[src/hdl/round_robin_schedule_sim_unit_assert.svh]
// assertion macros used by the round-robin scheduler controller
`ifndef ROUND_ROBIN_SCHEDULE_SIM_UNIT_ASSERT_SVH
`define ROUND_ROBIN_SCHEDULE_SIM_UNIT_ASSERT_SVH

// clocked assertion, held off while reset is low
`define RRS_ASSERT(lbl, clk, rstn, prop, msg) \
    lbl: assert property (@(posedge clk) disable iff (!rstn) prop) else $error(msg);

// clocked assertion that also holds during reset
`define RRS_ASSERT_ALWAYS(lbl, clk, prop, msg) \
    lbl: assert property (@(posedge clk) prop) else $error(msg);

`endif

[src/hdl/rrs_pkg.sv]
// shared constants and control types for the round-robin scheduler
`timescale 1ns / 1ps
`default_nettype none
package rrs_pkg;
    localparam int MAX_JOBS   = 16;
    localparam int TIME_WIDTH = 16;
    localparam int JOB_W      = (MAX_JOBS > 1) ? $clog2(MAX_JOBS) : 1;
    localparam int CNT_W      = $clog2(MAX_JOBS + 1);
    localparam int TICK_W     = 21;
    localparam int IDX_W      = 4;
    localparam logic [15:0] QUANTUM_RESET = 16'd2;

    // commands from the controller to the datapath
    typedef struct packed {
        logic load;
        logic scan;
        logic idle_tick;
        logic take;
        logic run;
        logic retire;
        logic out_load;
        logic clear;
    } t_cmd;

    // status from the datapath to the controller
    typedef struct packed {
        logic scan_last;
        logic ring_empty;
        logic all_done;
        logic out_last;
    } t_status;
endpackage
`default_nettype wire

[src/hdl/rrs_datapath.sv]
// job stores, ready ring, tick counter and result registers
`timescale 1ns / 1ps
`default_nettype none
module rrs_datapath (
    input  wire logic                              i_clk,
    input  wire logic                              i_rst_n,
    input  wire rrs_pkg::t_cmd                     i_cmd,
    output rrs_pkg::t_status                       o_status,
    input  wire logic                              i_cfg_we,
    input  wire logic [15:0]                       i_cfg_wdata,
    input  wire logic [rrs_pkg::TIME_WIDTH-1:0]    i_arrival_time,
    input  wire logic [rrs_pkg::TIME_WIDTH-1:0]    i_burst_time,
    output logic [rrs_pkg::IDX_W-1:0]              o_job_index,
    output logic [rrs_pkg::TICK_W-1:0]             o_completion_tick,
    output logic [rrs_pkg::TICK_W-1:0]             o_turnaround_ticks,
    output logic [rrs_pkg::TICK_W-1:0]             o_waiting_ticks,
    output logic                                   o_last_result
);
    localparam int JW = rrs_pkg::JOB_W;
    localparam int CW = rrs_pkg::CNT_W;
    localparam int TW = rrs_pkg::TIME_WIDTH;
    localparam int KW = rrs_pkg::TICK_W;
    localparam int N  = rrs_pkg::MAX_JOBS;

    logic [TW-1:0] r_arr  [N];
    logic [TW-1:0] r_bur  [N];
    logic [TW-1:0] r_rem  [N];
    logic [KW-1:0] r_comp [N];
    logic [JW-1:0] r_ring [N];
    logic [N-1:0]  r_flag;

    logic [15:0]   r_quantum;
    logic [JW-1:0] r_head, r_tail, r_idx, r_oidx, r_job;
    logic [CW-1:0] r_count, r_loaded, r_done;
    logic [KW-1:0] r_tick;

    logic [JW-1:0] arr_addr;
    logic [TW-1:0] arr_rd, rem_rd, slice, q_eff;
    logic          admit;
    logic [KW-1:0] ta, wt;

    assign arr_addr = i_cmd.out_load ? r_oidx : r_idx;
    assign arr_rd   = r_arr[arr_addr];
    assign rem_rd   = r_rem[r_job];
    assign q_eff    = (r_quantum == 16'd0) ? TW'(1) : TW'(r_quantum);
    assign slice    = (rem_rd < q_eff) ? rem_rd : q_eff;
    assign admit    = !r_flag[r_idx] && (KW'(arr_rd) <= r_tick);
    assign ta       = r_comp[r_oidx] - KW'(arr_rd);
    assign wt       = ta - KW'(r_bur[r_oidx]);

    assign o_status.scan_last  = (CW'(r_idx) + CW'(1)) == r_loaded;
    assign o_status.ring_empty = (r_count == '0);
    assign o_status.all_done   = (r_done >= r_loaded);
    assign o_status.out_last   = o_last_result;

    always_ff @(posedge i_clk) begin
        if (!i_rst_n) begin
            r_quantum <= rrs_pkg::QUANTUM_RESET;
        end else if (i_cfg_we) begin
            r_quantum <= i_cfg_wdata;
        end
    end

    always_ff @(posedge i_clk) begin
        if (!i_rst_n || i_cmd.clear) begin
            r_flag   <= '0;
            r_head   <= '0;
            r_tail   <= '0;
            r_count  <= '0;
            r_loaded <= '0;
            r_done   <= '0;
            r_tick   <= '0;
            r_idx    <= '0;
            r_oidx   <= '0;
        end else begin
            if (i_cmd.load && r_loaded < CW'(N)) begin
                r_arr[r_loaded[JW-1:0]] <= i_arrival_time;
                r_bur[r_loaded[JW-1:0]] <= i_burst_time;
                r_rem[r_loaded[JW-1:0]] <= i_burst_time;
                r_loaded <= r_loaded + CW'(1);
            end
            if (i_cmd.scan) begin
                if (admit && r_count < CW'(N)) begin
                    r_ring[r_tail] <= r_idx;
                    r_tail  <= (r_tail == JW'(N - 1)) ? '0 : r_tail + JW'(1);
                    r_count <= r_count + CW'(1);
                    r_flag[r_idx] <= 1'b1;
                end
                r_idx <= o_status.scan_last ? '0 : r_idx + JW'(1);
            end
            if (i_cmd.idle_tick) begin
                r_tick <= r_tick + KW'(1);
            end
            if (i_cmd.take) begin
                r_job   <= r_ring[r_head];
                r_head  <= (r_head == JW'(N - 1)) ? '0 : r_head + JW'(1);
                r_count <= r_count - CW'(1);
            end
            if (i_cmd.run) begin
                r_tick       <= r_tick + KW'(slice);
                r_rem[r_job] <= rem_rd - slice;
            end
            if (i_cmd.retire) begin
                if (rem_rd != '0) begin
                    if (r_count < CW'(N)) begin
                        r_ring[r_tail] <= r_job;
                        r_tail  <= (r_tail == JW'(N - 1)) ? '0 : r_tail + JW'(1);
                        r_count <= r_count + CW'(1);
                    end
                end else begin
                    r_comp[r_job] <= r_tick;
                    r_done <= r_done + CW'(1);
                end
            end
            if (i_cmd.out_load) begin
                r_oidx <= r_oidx + JW'(1);
            end
        end
    end

    // result word registers
    always_ff @(posedge i_clk) begin
        if (i_cmd.out_load) begin
            o_job_index        <= rrs_pkg::IDX_W'(r_oidx);
            o_completion_tick  <= r_comp[r_oidx];
            o_turnaround_ticks <= ta;
            o_waiting_ticks    <= wt;
            o_last_result      <= (CW'(r_oidx) + CW'(1)) == r_loaded;
        end
    end
endmodule
`default_nettype wire

[src/hdl/rrs_controller.sv]
// sequencer for loading, round-robin simulation and result output
`timescale 1ns / 1ps
`default_nettype none
`include "round_robin_schedule_sim_unit_assert.svh"
module rrs_controller (
    input  wire logic             i_clk,
    input  wire logic             i_rst_n,
    input  wire logic             i_in_valid,
    input  wire logic             i_last_job,
    input  wire logic             i_out_stall,
    input  wire rrs_pkg::t_status i_status,
    output rrs_pkg::t_cmd         o_cmd,
    output logic                  o_in_stall,
    output logic                  o_out_valid
);
    typedef enum logic [3:0] {
        S_LOAD, S_CHECK, S_SCAN1, S_DECIDE, S_RUN, S_SCAN2, S_RETIRE,
        S_OUT_LOAD, S_OUT_WAIT
    } t_state;

    t_state r_state, n_state;
    logic   r_out_valid, n_out_valid;

    assign o_in_stall  = (r_state != S_LOAD);
    assign o_out_valid = r_out_valid;

    always_comb begin
        o_cmd       = '0;
        n_state     = r_state;
        n_out_valid = r_out_valid;
        case (r_state)
            S_LOAD: begin
                if (i_in_valid) begin
                    o_cmd.load = 1'b1;
                    if (i_last_job) n_state = S_CHECK;
                end
            end
            S_CHECK: begin
                n_state = i_status.all_done ? S_OUT_LOAD : S_SCAN1;
            end
            S_SCAN1: begin
                o_cmd.scan = 1'b1;
                if (i_status.scan_last) n_state = S_DECIDE;
            end
            S_DECIDE: begin
                if (i_status.ring_empty) begin
                    o_cmd.idle_tick = 1'b1;
                    n_state = S_CHECK;
                end else begin
                    o_cmd.take = 1'b1;
                    n_state = S_RUN;
                end
            end
            S_RUN: begin
                o_cmd.run = 1'b1;
                n_state = S_SCAN2;
            end
            S_SCAN2: begin
                o_cmd.scan = 1'b1;
                if (i_status.scan_last) n_state = S_RETIRE;
            end
            S_RETIRE: begin
                o_cmd.retire = 1'b1;
                n_state = S_CHECK;
            end
            S_OUT_LOAD: begin
                o_cmd.out_load = 1'b1;
                n_out_valid = 1'b1;
                n_state = S_OUT_WAIT;
            end
            S_OUT_WAIT: begin
                if (!i_out_stall) begin
                    n_out_valid = 1'b0;
                    if (i_status.out_last) begin
                        o_cmd.clear = 1'b1;
                        n_state = S_LOAD;
                    end else begin
                        n_state = S_OUT_LOAD;
                    end
                end
            end
            default: begin
                n_state = S_LOAD;
                n_out_valid = 1'b0;
            end
        endcase
    end

    always_ff @(posedge i_clk) begin
        if (!i_rst_n) begin
            r_state     <= S_LOAD;
            r_out_valid <= 1'b0;
        end else begin
            r_state     <= n_state;
            r_out_valid <= n_out_valid;
        end
    end

    `RRS_ASSERT(a_one_word, i_clk, i_rst_n, r_out_valid && !i_out_stall |=> !r_out_valid, "word repeated")
    `RRS_ASSERT(a_hold_word, i_clk, i_rst_n, r_out_valid && i_out_stall |=> r_out_valid, "word lost")
    `RRS_ASSERT(a_no_overlap, i_clk, i_rst_n, !o_in_stall |-> !r_out_valid, "input taken with results due")
endmodule
`default_nettype wire

[src/hdl/round_robin_schedule_sim_unit.sv]
// top level of the round-robin scheduling simulator
// Jobs load at one word per cycle. The word marked last_job starts the
// simulation; input stays stalled until every result word is taken. Each
// scheduling pass checks arrivals one job per cycle over the N loaded jobs,
// then either adds one tick of idle time when the ready ring is empty, or
// takes a job, runs its slice, checks arrivals again and requeues or retires
// the job. Results then leave in load order, each word held until taken.
// Writing time_quantum is only safe while the block waits for input.
`timescale 1ns / 1ps
`default_nettype none
module round_robin_schedule_sim_unit (
    input  wire logic                           i_clk,
    input  wire logic                           i_rst_n,
    input  wire logic                           i_cfg_we,
    input  wire logic [15:0]                    i_cfg_wdata,
    input  wire logic                           i_in_valid,
    output logic                                o_in_stall,
    input  wire logic [rrs_pkg::TIME_WIDTH-1:0] i_arrival_time,
    input  wire logic [rrs_pkg::TIME_WIDTH-1:0] i_burst_time,
    input  wire logic                           i_last_job,
    output logic                                o_out_valid,
    input  wire logic                           i_out_stall,
    output logic [rrs_pkg::IDX_W-1:0]           o_job_index,
    output logic [rrs_pkg::TICK_W-1:0]          o_completion_tick,
    output logic [rrs_pkg::TICK_W-1:0]          o_turnaround_ticks,
    output logic [rrs_pkg::TICK_W-1:0]          o_waiting_ticks,
    output logic                                o_last_result
);
    rrs_pkg::t_cmd    cmd;
    rrs_pkg::t_status status;

    rrs_controller u_ctrl (
        .i_clk       (i_clk),
        .i_rst_n     (i_rst_n),
        .i_in_valid  (i_in_valid),
        .i_last_job  (i_last_job),
        .i_out_stall (i_out_stall),
        .i_status    (status),
        .o_cmd       (cmd),
        .o_in_stall  (o_in_stall),
        .o_out_valid (o_out_valid)
    );

    rrs_datapath u_dp (
        .i_clk              (i_clk),
        .i_rst_n            (i_rst_n),
        .i_cmd              (cmd),
        .o_status           (status),
        .i_cfg_we           (i_cfg_we),
        .i_cfg_wdata        (i_cfg_wdata),
        .i_arrival_time     (i_arrival_time),
        .i_burst_time       (i_burst_time),
        .o_job_index        (o_job_index),
        .o_completion_tick  (o_completion_tick),
        .o_turnaround_ticks (o_turnaround_ticks),
        .o_waiting_ticks    (o_waiting_ticks),
        .o_last_result      (o_last_result)
    );
endmodule
`default_nettype wire

[config.mk]
export PLATFORM = sky130hd
export DESIGN_NAME = round_robin_schedule_sim_unit
export DESIGN_NICKNAME = d
export VERILOG_FILES = /design/src/hdl/rrs_pkg.sv /design/src/hdl/rrs_datapath.sv /design/src/hdl/rrs_controller.sv /design/src/hdl/round_robin_schedule_sim_unit.sv
export VERILOG_INCLUDE_DIRS = /design/src /design/src/hdl
export SDC_FILE = /design/constraint.sdc
export NUM_CORES = 2
export LEC_CHECK = 0
export BUFFER_PORTS_ARGS = -buffer_cell sky130_fd_sc_hd__buf_2
export CORE_ASPECT_RATIO = 1.5
export CORE_UTILIZATION = 35
export CTS_CLUSTER_DIAMETER = 50
export CTS_CLUSTER_SIZE = 16
export DETAILED_ROUTE_END_ITERATION = 8
export PLACE_DENSITY_LB_ADDON = 0.3
export SLEW_MARGIN = 20
export SYNTH_ARGS = -nofsm -noshare
export SYNTH_HDL_FRONTEND = slang
export SYNTH_SLANG_ARGS = --single-unit
[constraint.sdc]
create_clock -name i_clk -period 10.3 [get_ports i_clk]
set_clock_uncertainty 0.1 [all_clocks]
set_input_delay 1.545 -clock i_clk [delete_from_list [all_inputs] [get_ports i_clk]]
set_output_delay 1.545 -clock i_clk [all_outputs]
set_load 0.05 [all_outputs]
# Word-level counts from Yosys, hierarchy flattened
# Memory sizes are Yosys's and may differ from the RTL's. A register that Yosys moved wholly into a read port is not among the register bits.
# Cells that the tools add are included.
[word_totals]
mem_count = 5
word_cells = 160
reg_bits = 157
mem_bits_rw = 1168
[classes]
n_bitwise = 5
muxes = 73
reduce_logical = 21
n_addsub = 15
magnitude_cmp = 7
eq_ne = 17
[memory_table]
columns = ["memory", "depth", "word_bits", "read_ports", "rd_ports_with_merged_regs", "wr", "line", "rtl"]
rows = [
  ["u_dp.r_comp", 16, 21, 1, 1, 1, "rrs_datapath.sv:28", "logic [KW-1:0] r_comp [N];"],
  ["u_dp.r_arr", 16, 16, 1, 0, 1, "rrs_datapath.sv:25", "logic [TW-1:0] r_arr [N];"],
  ["u_dp.r_bur", 16, 16, 1, 1, 1, "rrs_datapath.sv:26", "logic [TW-1:0] r_bur [N];"],
  ["u_dp.r_rem", 16, 16, 1, 0, 1, "rrs_datapath.sv:27", "logic [TW-1:0] r_rem [N];"],
  ["u_dp.r_ring", 16, 4, 1, 1, 1, "rrs_datapath.sv:29", "logic [JW-1:0] r_ring [N];"],
]
[op_table]
columns = ["cell", "n"]
rows = [
  ["4-bit two-way mux", 20],
  ["16-bit two-way mux", 3],
  ["21-bit two-way mux", 2],
  ["21-bit by 16-bit subtractor with 21-bit output", 2],
  ["4-bit case mux with 9 select lines", 1],
  ["1-bit two-way mux", 34],
  ["5-bit two-way mux", 6],
  ["21-bit by 1-bit adder with 21-bit output (second input constant)", 1],
  ["21-bit by 16-bit adder with 21-bit output", 1],
  ["16-bit by 21-bit <= comparator with 1-bit output", 1],
  ["4-bit by 1-bit adder with 4-bit output (second input constant)", 4],
  ["4-bit by 3-bit equality test with 1-bit output (second input constant)", 4],
  ["16-bit zero test", 1],
  ["16-bit < comparator", 1],
  ["16-bit OR", 1],
  ["16-bit nonzero test", 1],
  ["16-bit OR reduction", 1],
  ["16-bit subtractor", 1],
  ["5-bit by 1-bit adder with 5-bit output (second input constant)", 3],
  ["4-bit equality test (second input constant)", 3],
  ["4-bit by 1-bit adder with 5-bit output (second input constant)", 2],
  ["5-bit equality test", 2],
  ["5-bit < comparator (second input constant)", 2],
  ["3-bit two-way mux", 3],
  ["25 further kinds", 38],
]

# Depth between registers and ports, before layout
# An unclocked memory read counts as a cell.
[logic_depth]
ltp_word = 13
depth_mapped = 27

# Hierarchy
# From an unflattened synthesis, not the netlist that was laid out.
[hier_totals]
cells_unflattened = 3569
hier_area_um2 = 57816.7
[modules_own_cells]
columns = ["module", "instances", "area_per_inst_um2", "seq_area_each_um2", "cells_per_inst"]
rows = [
  ["rrs_datapath", 1, 57358.8, 38997.4, 3508],
  ["rrs_controller", 1, 457.9, 100.1, 61],
]

# Worst setup path before layout
# OpenSTA, ideal clock, no wires.
[synth_timing]
kind = "reg-to-reg"
from = "reg u_ctrl.r_state[0]"
to = "reg u_dp.o_waiting_ticks[19] (netlist name), data pin"
slack_ps = 2991
n_path_buf = 3
path_stages_with_launch = 26
synth_period_minus_slack_ps = 7309
setup_ps = 262
t_arrival_ps = 6947
cell_sequence = "dfxtp_1 > clkbuf_1 > nand2_1 > or2_1 > inv_2 > mux2i_1 > buf_2 > buf_1 > mux4_2 > mux2i_1 > mux2i_1 > ha_1 > inv_1 > fa_1 > a21o_1 > a221oi_1 > xnor2_1 > ha_1 > or4_1 > o31a_1 > maj3_1 > a21oi_1 > o211ai_1 > a311oi_1 > o21ai_0 > xnor2_1"
[synth_lines]
columns = ["element", "line", "rtl"]
rows = [
  ["from (decl)", "rrs_controller.sv:21", "t_state r_state, n_state;"],
  ["from (signal assigned)", "rrs_controller.sv:94", "r_state <= n_state;"],
  ["to (signal assigned)", "rrs_datapath.sv:127", "o_waiting_ticks <= wt;"],
  ["to (decl)", "rrs_datapath.sv:16", "output logic [rrs_pkg::TICK_W-1:0] o_waiting_ticks,"],
]

# Final worst setup path
[layout_timing]
from = "reg u_dp.r_job[0] (read register of u_dp.r_ring)"
to = "mem u_dp.r_rem[4][14] (netlist name), data pin"
[layout_between]
elab_chain_len = 5
[layout_lines]
columns = ["element", "line", "rtl"]
rows = [
  ["from (decl)", "rrs_datapath.sv:33", "logic [JW-1:0] r_head, r_tail, r_idx, r_oidx, r_job;"],
  ["memory read 16 x 16 bit *", "--", ""],
  ["16-bit < comparator", "rrs_datapath.sv:46", "assign slice = (rem_rd < q_eff) ? rem_rd : q_eff;"],
  ["16-bit two-way mux", "rrs_datapath.sv:46", ""],
  ["16-bit subtractor *", "rrs_datapath.sv:101", "r_rem[r_job] <= rem_rd - slice;"],
  ["16-bit two-way mux (no source line) *", "--", ""],
  ["to (decl)", "rrs_datapath.sv:27", ""],
]
# Every way passes the cells marked *; elsewhere a longest branch is shown, timed or not.

==> impl_metrics.env <==
export IMPL_die_area_um2=160000
export IMPL_syn_area_per_cell_um2=18.7
export IMPL_numCtsBuffers=108
export IMPL_layout_commonest_cell="edfxtp_1"
export IMPL_worst_slack_ns=2.17
export IMPL_clk_path_buf_depth=3
export IMPL_finalSetupViolCount=0
export IMPL_criticalPathCategory="reg -> reg"
export IMPL_synth_area_leaders="edfxtp_1, mux4_2, dfxtp_1, ha_1, mux2i_1"
export IMPL_clock_sinks=1333
export IMPL_grt_usage_pct=17.6
export IMPL_hp_start="u_dp.r_flag[15]"
export IMPL_synth_distinct_cells=70
export IMPL_p_total_mw=11.8
export IMPL_routabilityCongestion=0.872
export IMPL_firstDrtPassIters=7
export IMPL_p_per_area_nw_per_um2=189
export IMPL_synth_edf_count=1240
export IMPL_timing_fmax_ghz=0.123
export IMPL_wl_per_cell_um=26.6
export IMPL_synth_top_area_cell="edfxtp_1"
export IMPL_fin_nets=3333
export IMPL_critPathCaptureType="flop"
export IMPL_wl_um=141000
export IMPL_irDropWorstVdd_v=0.000135
export IMPL_rsz0062_at_grt="false"
export IMPL_post_route_util_pct=39.9
export IMPL_max_cap_violations=0
export IMPL_antenna_found_initial=19
export IMPL_num_rows=178
export IMPL_vias_per_cell=5.31
export IMPL_clock_root_buffer="clkbuf_16"
export IMPL_hold_buffers=0
export IMPL_grt_max_degree=72
export IMPL_yosys_warnings=0
export IMPL_cp_data_arrival_time_ns=8.35
export IMPL_worstSkewPairLatency_ns=0.75
export IMPL_cp_max_fo=16
export IMPL_hp_class="reg -> reg"
export IMPL_synth_seq_cells=1333
export IMPL_pre_cts_ws_ns=2.05
export IMPL_setup_tns_ns=0
export IMPL_hold_viol=0
export IMPL_fin_area_um2=62500
export IMPL_num_vias=28207
export IMPL_drc=0
export IMPL_post_dp_hpwl_um=88300
export IMPL_r2r_end="u_dp.r_rem[4][14]"
export IMPL_syn_cell_area_um2=55300
export IMPL_r2r_slack_ns=2.17
export IMPL_clk_pin_slew_ns=0.07
export IMPL_netlist_instances=2964
export IMPL_start_util_pct=35.3
export IMPL_slew_violations=0
export IMPL_holdPathEnd="u_dp.r_flag[15]"
export IMPL_num_io_pins=124
export IMPL_hold_depth=2
export IMPL_grt_pass1_wl_um=203000
export IMPL_drive_gt1_share_pct=24.8
export IMPL_period_needed_ns=8.13
export IMPL_start_kind="flop"
export IMPL_power_leakage_nw=20.4
export IMPL_die_h_um=489
export IMPL_coreArea_um2=157000
export IMPL_async_reset_ff_share_pct=0
export IMPL_grt_pass1_vias=29035
export IMPL_area_growth_pct=13.0
export IMPL_slew_headroom_pct=26.9
export IMPL_cts_tree="built"
export IMPL_fillCellCount=14172
export IMPL_ys_flop_type="edfxtp_1"
export IMPL_cp_required_ns=10.52
export IMPL_yosysTopAreaCellShare_pct=67.3
export IMPL_fin_crit_sh_pct=78.9
export IMPL_ctsResizeCount=0
export IMPL_layout_common_cells="edfxtp_1, mux4_2, nor2_1, buf_2, ha_1"
export IMPL_yosysSeqAreaShare_pct=70.7
export IMPL_place_area_um2=59000
export IMPL_io_buffers=123
export IMPL_syn_nets=3136
export IMPL_gr_total_overflow=0
export IMPL_r2r_start="u_dp.r_job[0]"
export IMPL_tightest_slew_ns=1.10
export IMPL_status="finished, final reports clean"
export IMPL_ctsHtreeMaxLevel=3
export IMPL_rr_worst_depth=26
export IMPL_cts_setup_buffers=0
export IMPL_drt_iter0_drc=2306
export IMPL_die_x_um=327
export IMPL_detail_route_antenna_nets=0
through the flow:
| step | hold WS (ns) | cells |
|---|---|---|
| after floorplan | 0.306 | 2964 |
| after global placement | 0.344 | 5120 |
| after global routing | 0.388 | 5305 |
| after detailed placement | 0.354 | 5121 |
| final | 0.369 | 5308 |
| after CTS | 0.372 | 5304 |
cells in the mapped netlist, drive strengths merged, types with 11 or more instances:
cell and number:
inv 105, ha 114, o21a 11, nor2b 14, a31oi 14, xnor2 54, nor4 13, and2 21
a211oi 11, nand2b 21, mux4 353, nand4 16, nor3 35, nand3 18, mux2i 94, dfxtp 93
edfxtp 1240, o21ai 65, or3 13, clkbuf 72, xor2 29, o211ai 11, buf 53, a21oi 90
nand2 81, a21o 31, nor2 176
logic make-up (layout without fill, tap and decap cells):
logic type | count (synthesis) | after routing | synth area share [%]
muxes | 456 | 456 | 16.3
AOI/OAI and AO/OA | 294 | 294 | 3.34
other | 0 | 4 | 0
DFF | 1333 | 1333 | 70.7
and+or+nand+nor | 447 | 447 | 3.92
adders and majority gates | 119 | 119 | 2.74
xor gates and xnor gates | 83 | 83 | 1.31
buffers and inverters | 232 | 502 | 1.71
cell type report:
class / instances / area (um2) / area share [%]
sequential: 1333 / 39100 / 62.6
tap: 2070 / 2590 / 4.14
inverter: 107 / 404 / 0.647
antenna: 4 / 10.0 / 0.0160
clock buffer: 144 / 2940 / 4.70
clock inverter: 39 / 495 / 0.793
multi-input combinational: 1399 / 15600 / 25.0
timing repair buffer: 212 / 1340 / 2.15
worst max-delay path by stage:
stage                                  from                  endpoint  cells past startpoint  slack (ns)
final                         u_dp.r_job[0]         u_dp.r_rem[4][14]                     26        2.17
after global routing          u_dp.r_job[0]         u_dp.r_rem[2][14]                     26        1.52
after CTS                     u_dp.r_job[0]         u_dp.r_rem[2][14]                     26        2.06
after detailed placement      u_dp.r_job[0]        u_dp.r_rem[14][14]                     26        2.05
after global placement    u_ctrl.r_state[3]  u_dp.o_waiting_ticks[17]                     22        2.19
after floorplan           u_ctrl.r_state[0]  u_dp.o_waiting_ticks[19]                     25        2.99
power breakdown:
| part | total [mW] | internal (mW) | switching, mW |
|---|---|---|---|
| Combinational | 1.55 | 0.604 | 0.942 |
| Sequential | 6.15 | 6.08 | 0.0704 |
| Clock | 4.10 | 2.14 | 1.96 |
| Total | 11.8 | 8.82 | 2.98 |
flip-flops by register name, indices dropped and copies added, names as in the netlist, 4 cells and up, named ones only:
name,cells
u_dp.r_done,5
u_dp.o_job_index,4
u_dp.r_bur,256
u_dp.r_flag,16
u_dp.r_quantum,16
u_ctrl.r_state,4
u_dp.r_loaded,5
u_dp.o_waiting_ticks,21
u_dp.r_arr,256
u_dp.r_comp,336
u_dp.r_count,5
u_dp.r_ring,64
u_dp.r_idx,4
u_dp.r_tick,21
u_dp.o_turnaround_ticks,21
u_dp.r_rem,256
u_dp.r_job,4
u_dp.r_oidx,4
u_dp.r_tail,4
u_dp.r_head,4
u_dp.o_completion_tick,21
per-layer routing:
layer | up-vias | part of all wire [%] | global-route usage, %
met5 | - | 0.089 | 0
met4 | 20 | 3.7 | 7.16
met3 | 225 | 5.3 | 3.17
met2 | 746 | 52 | 31.0
met1 | 14874 | 39 | 21.3
li1 | 12342 | - | -
critical path, cell delays in order, from the launching register on:
cell and delay (ns):
edfxtp_1 0.96, buf_4 0.28, mux4_2 0.50, mux4_2 0.59, ha_1 0.23, a21o_1 0.17
a21o_1 0.17, a21o_1 0.16, a21o_1 0.16, a21o_1 0.17, a21o_1 0.17, a21o_1 0.21
nor2_4 0.51, mux2i_1 0.30, ha_1 0.20, inv_1 0.06, fa_1 0.46, a21o_1 0.17
a21oi_1 0.22, o21bai_1 0.09, a21oi_1 0.21, o21bai_1 0.09, a21oi_1 0.27, o21ai_0 0.18
a2111oi_0 0.49, or4_1 0.19, nand3_1 0.38
No activity file was read; power rests on OpenSTA's default activity.
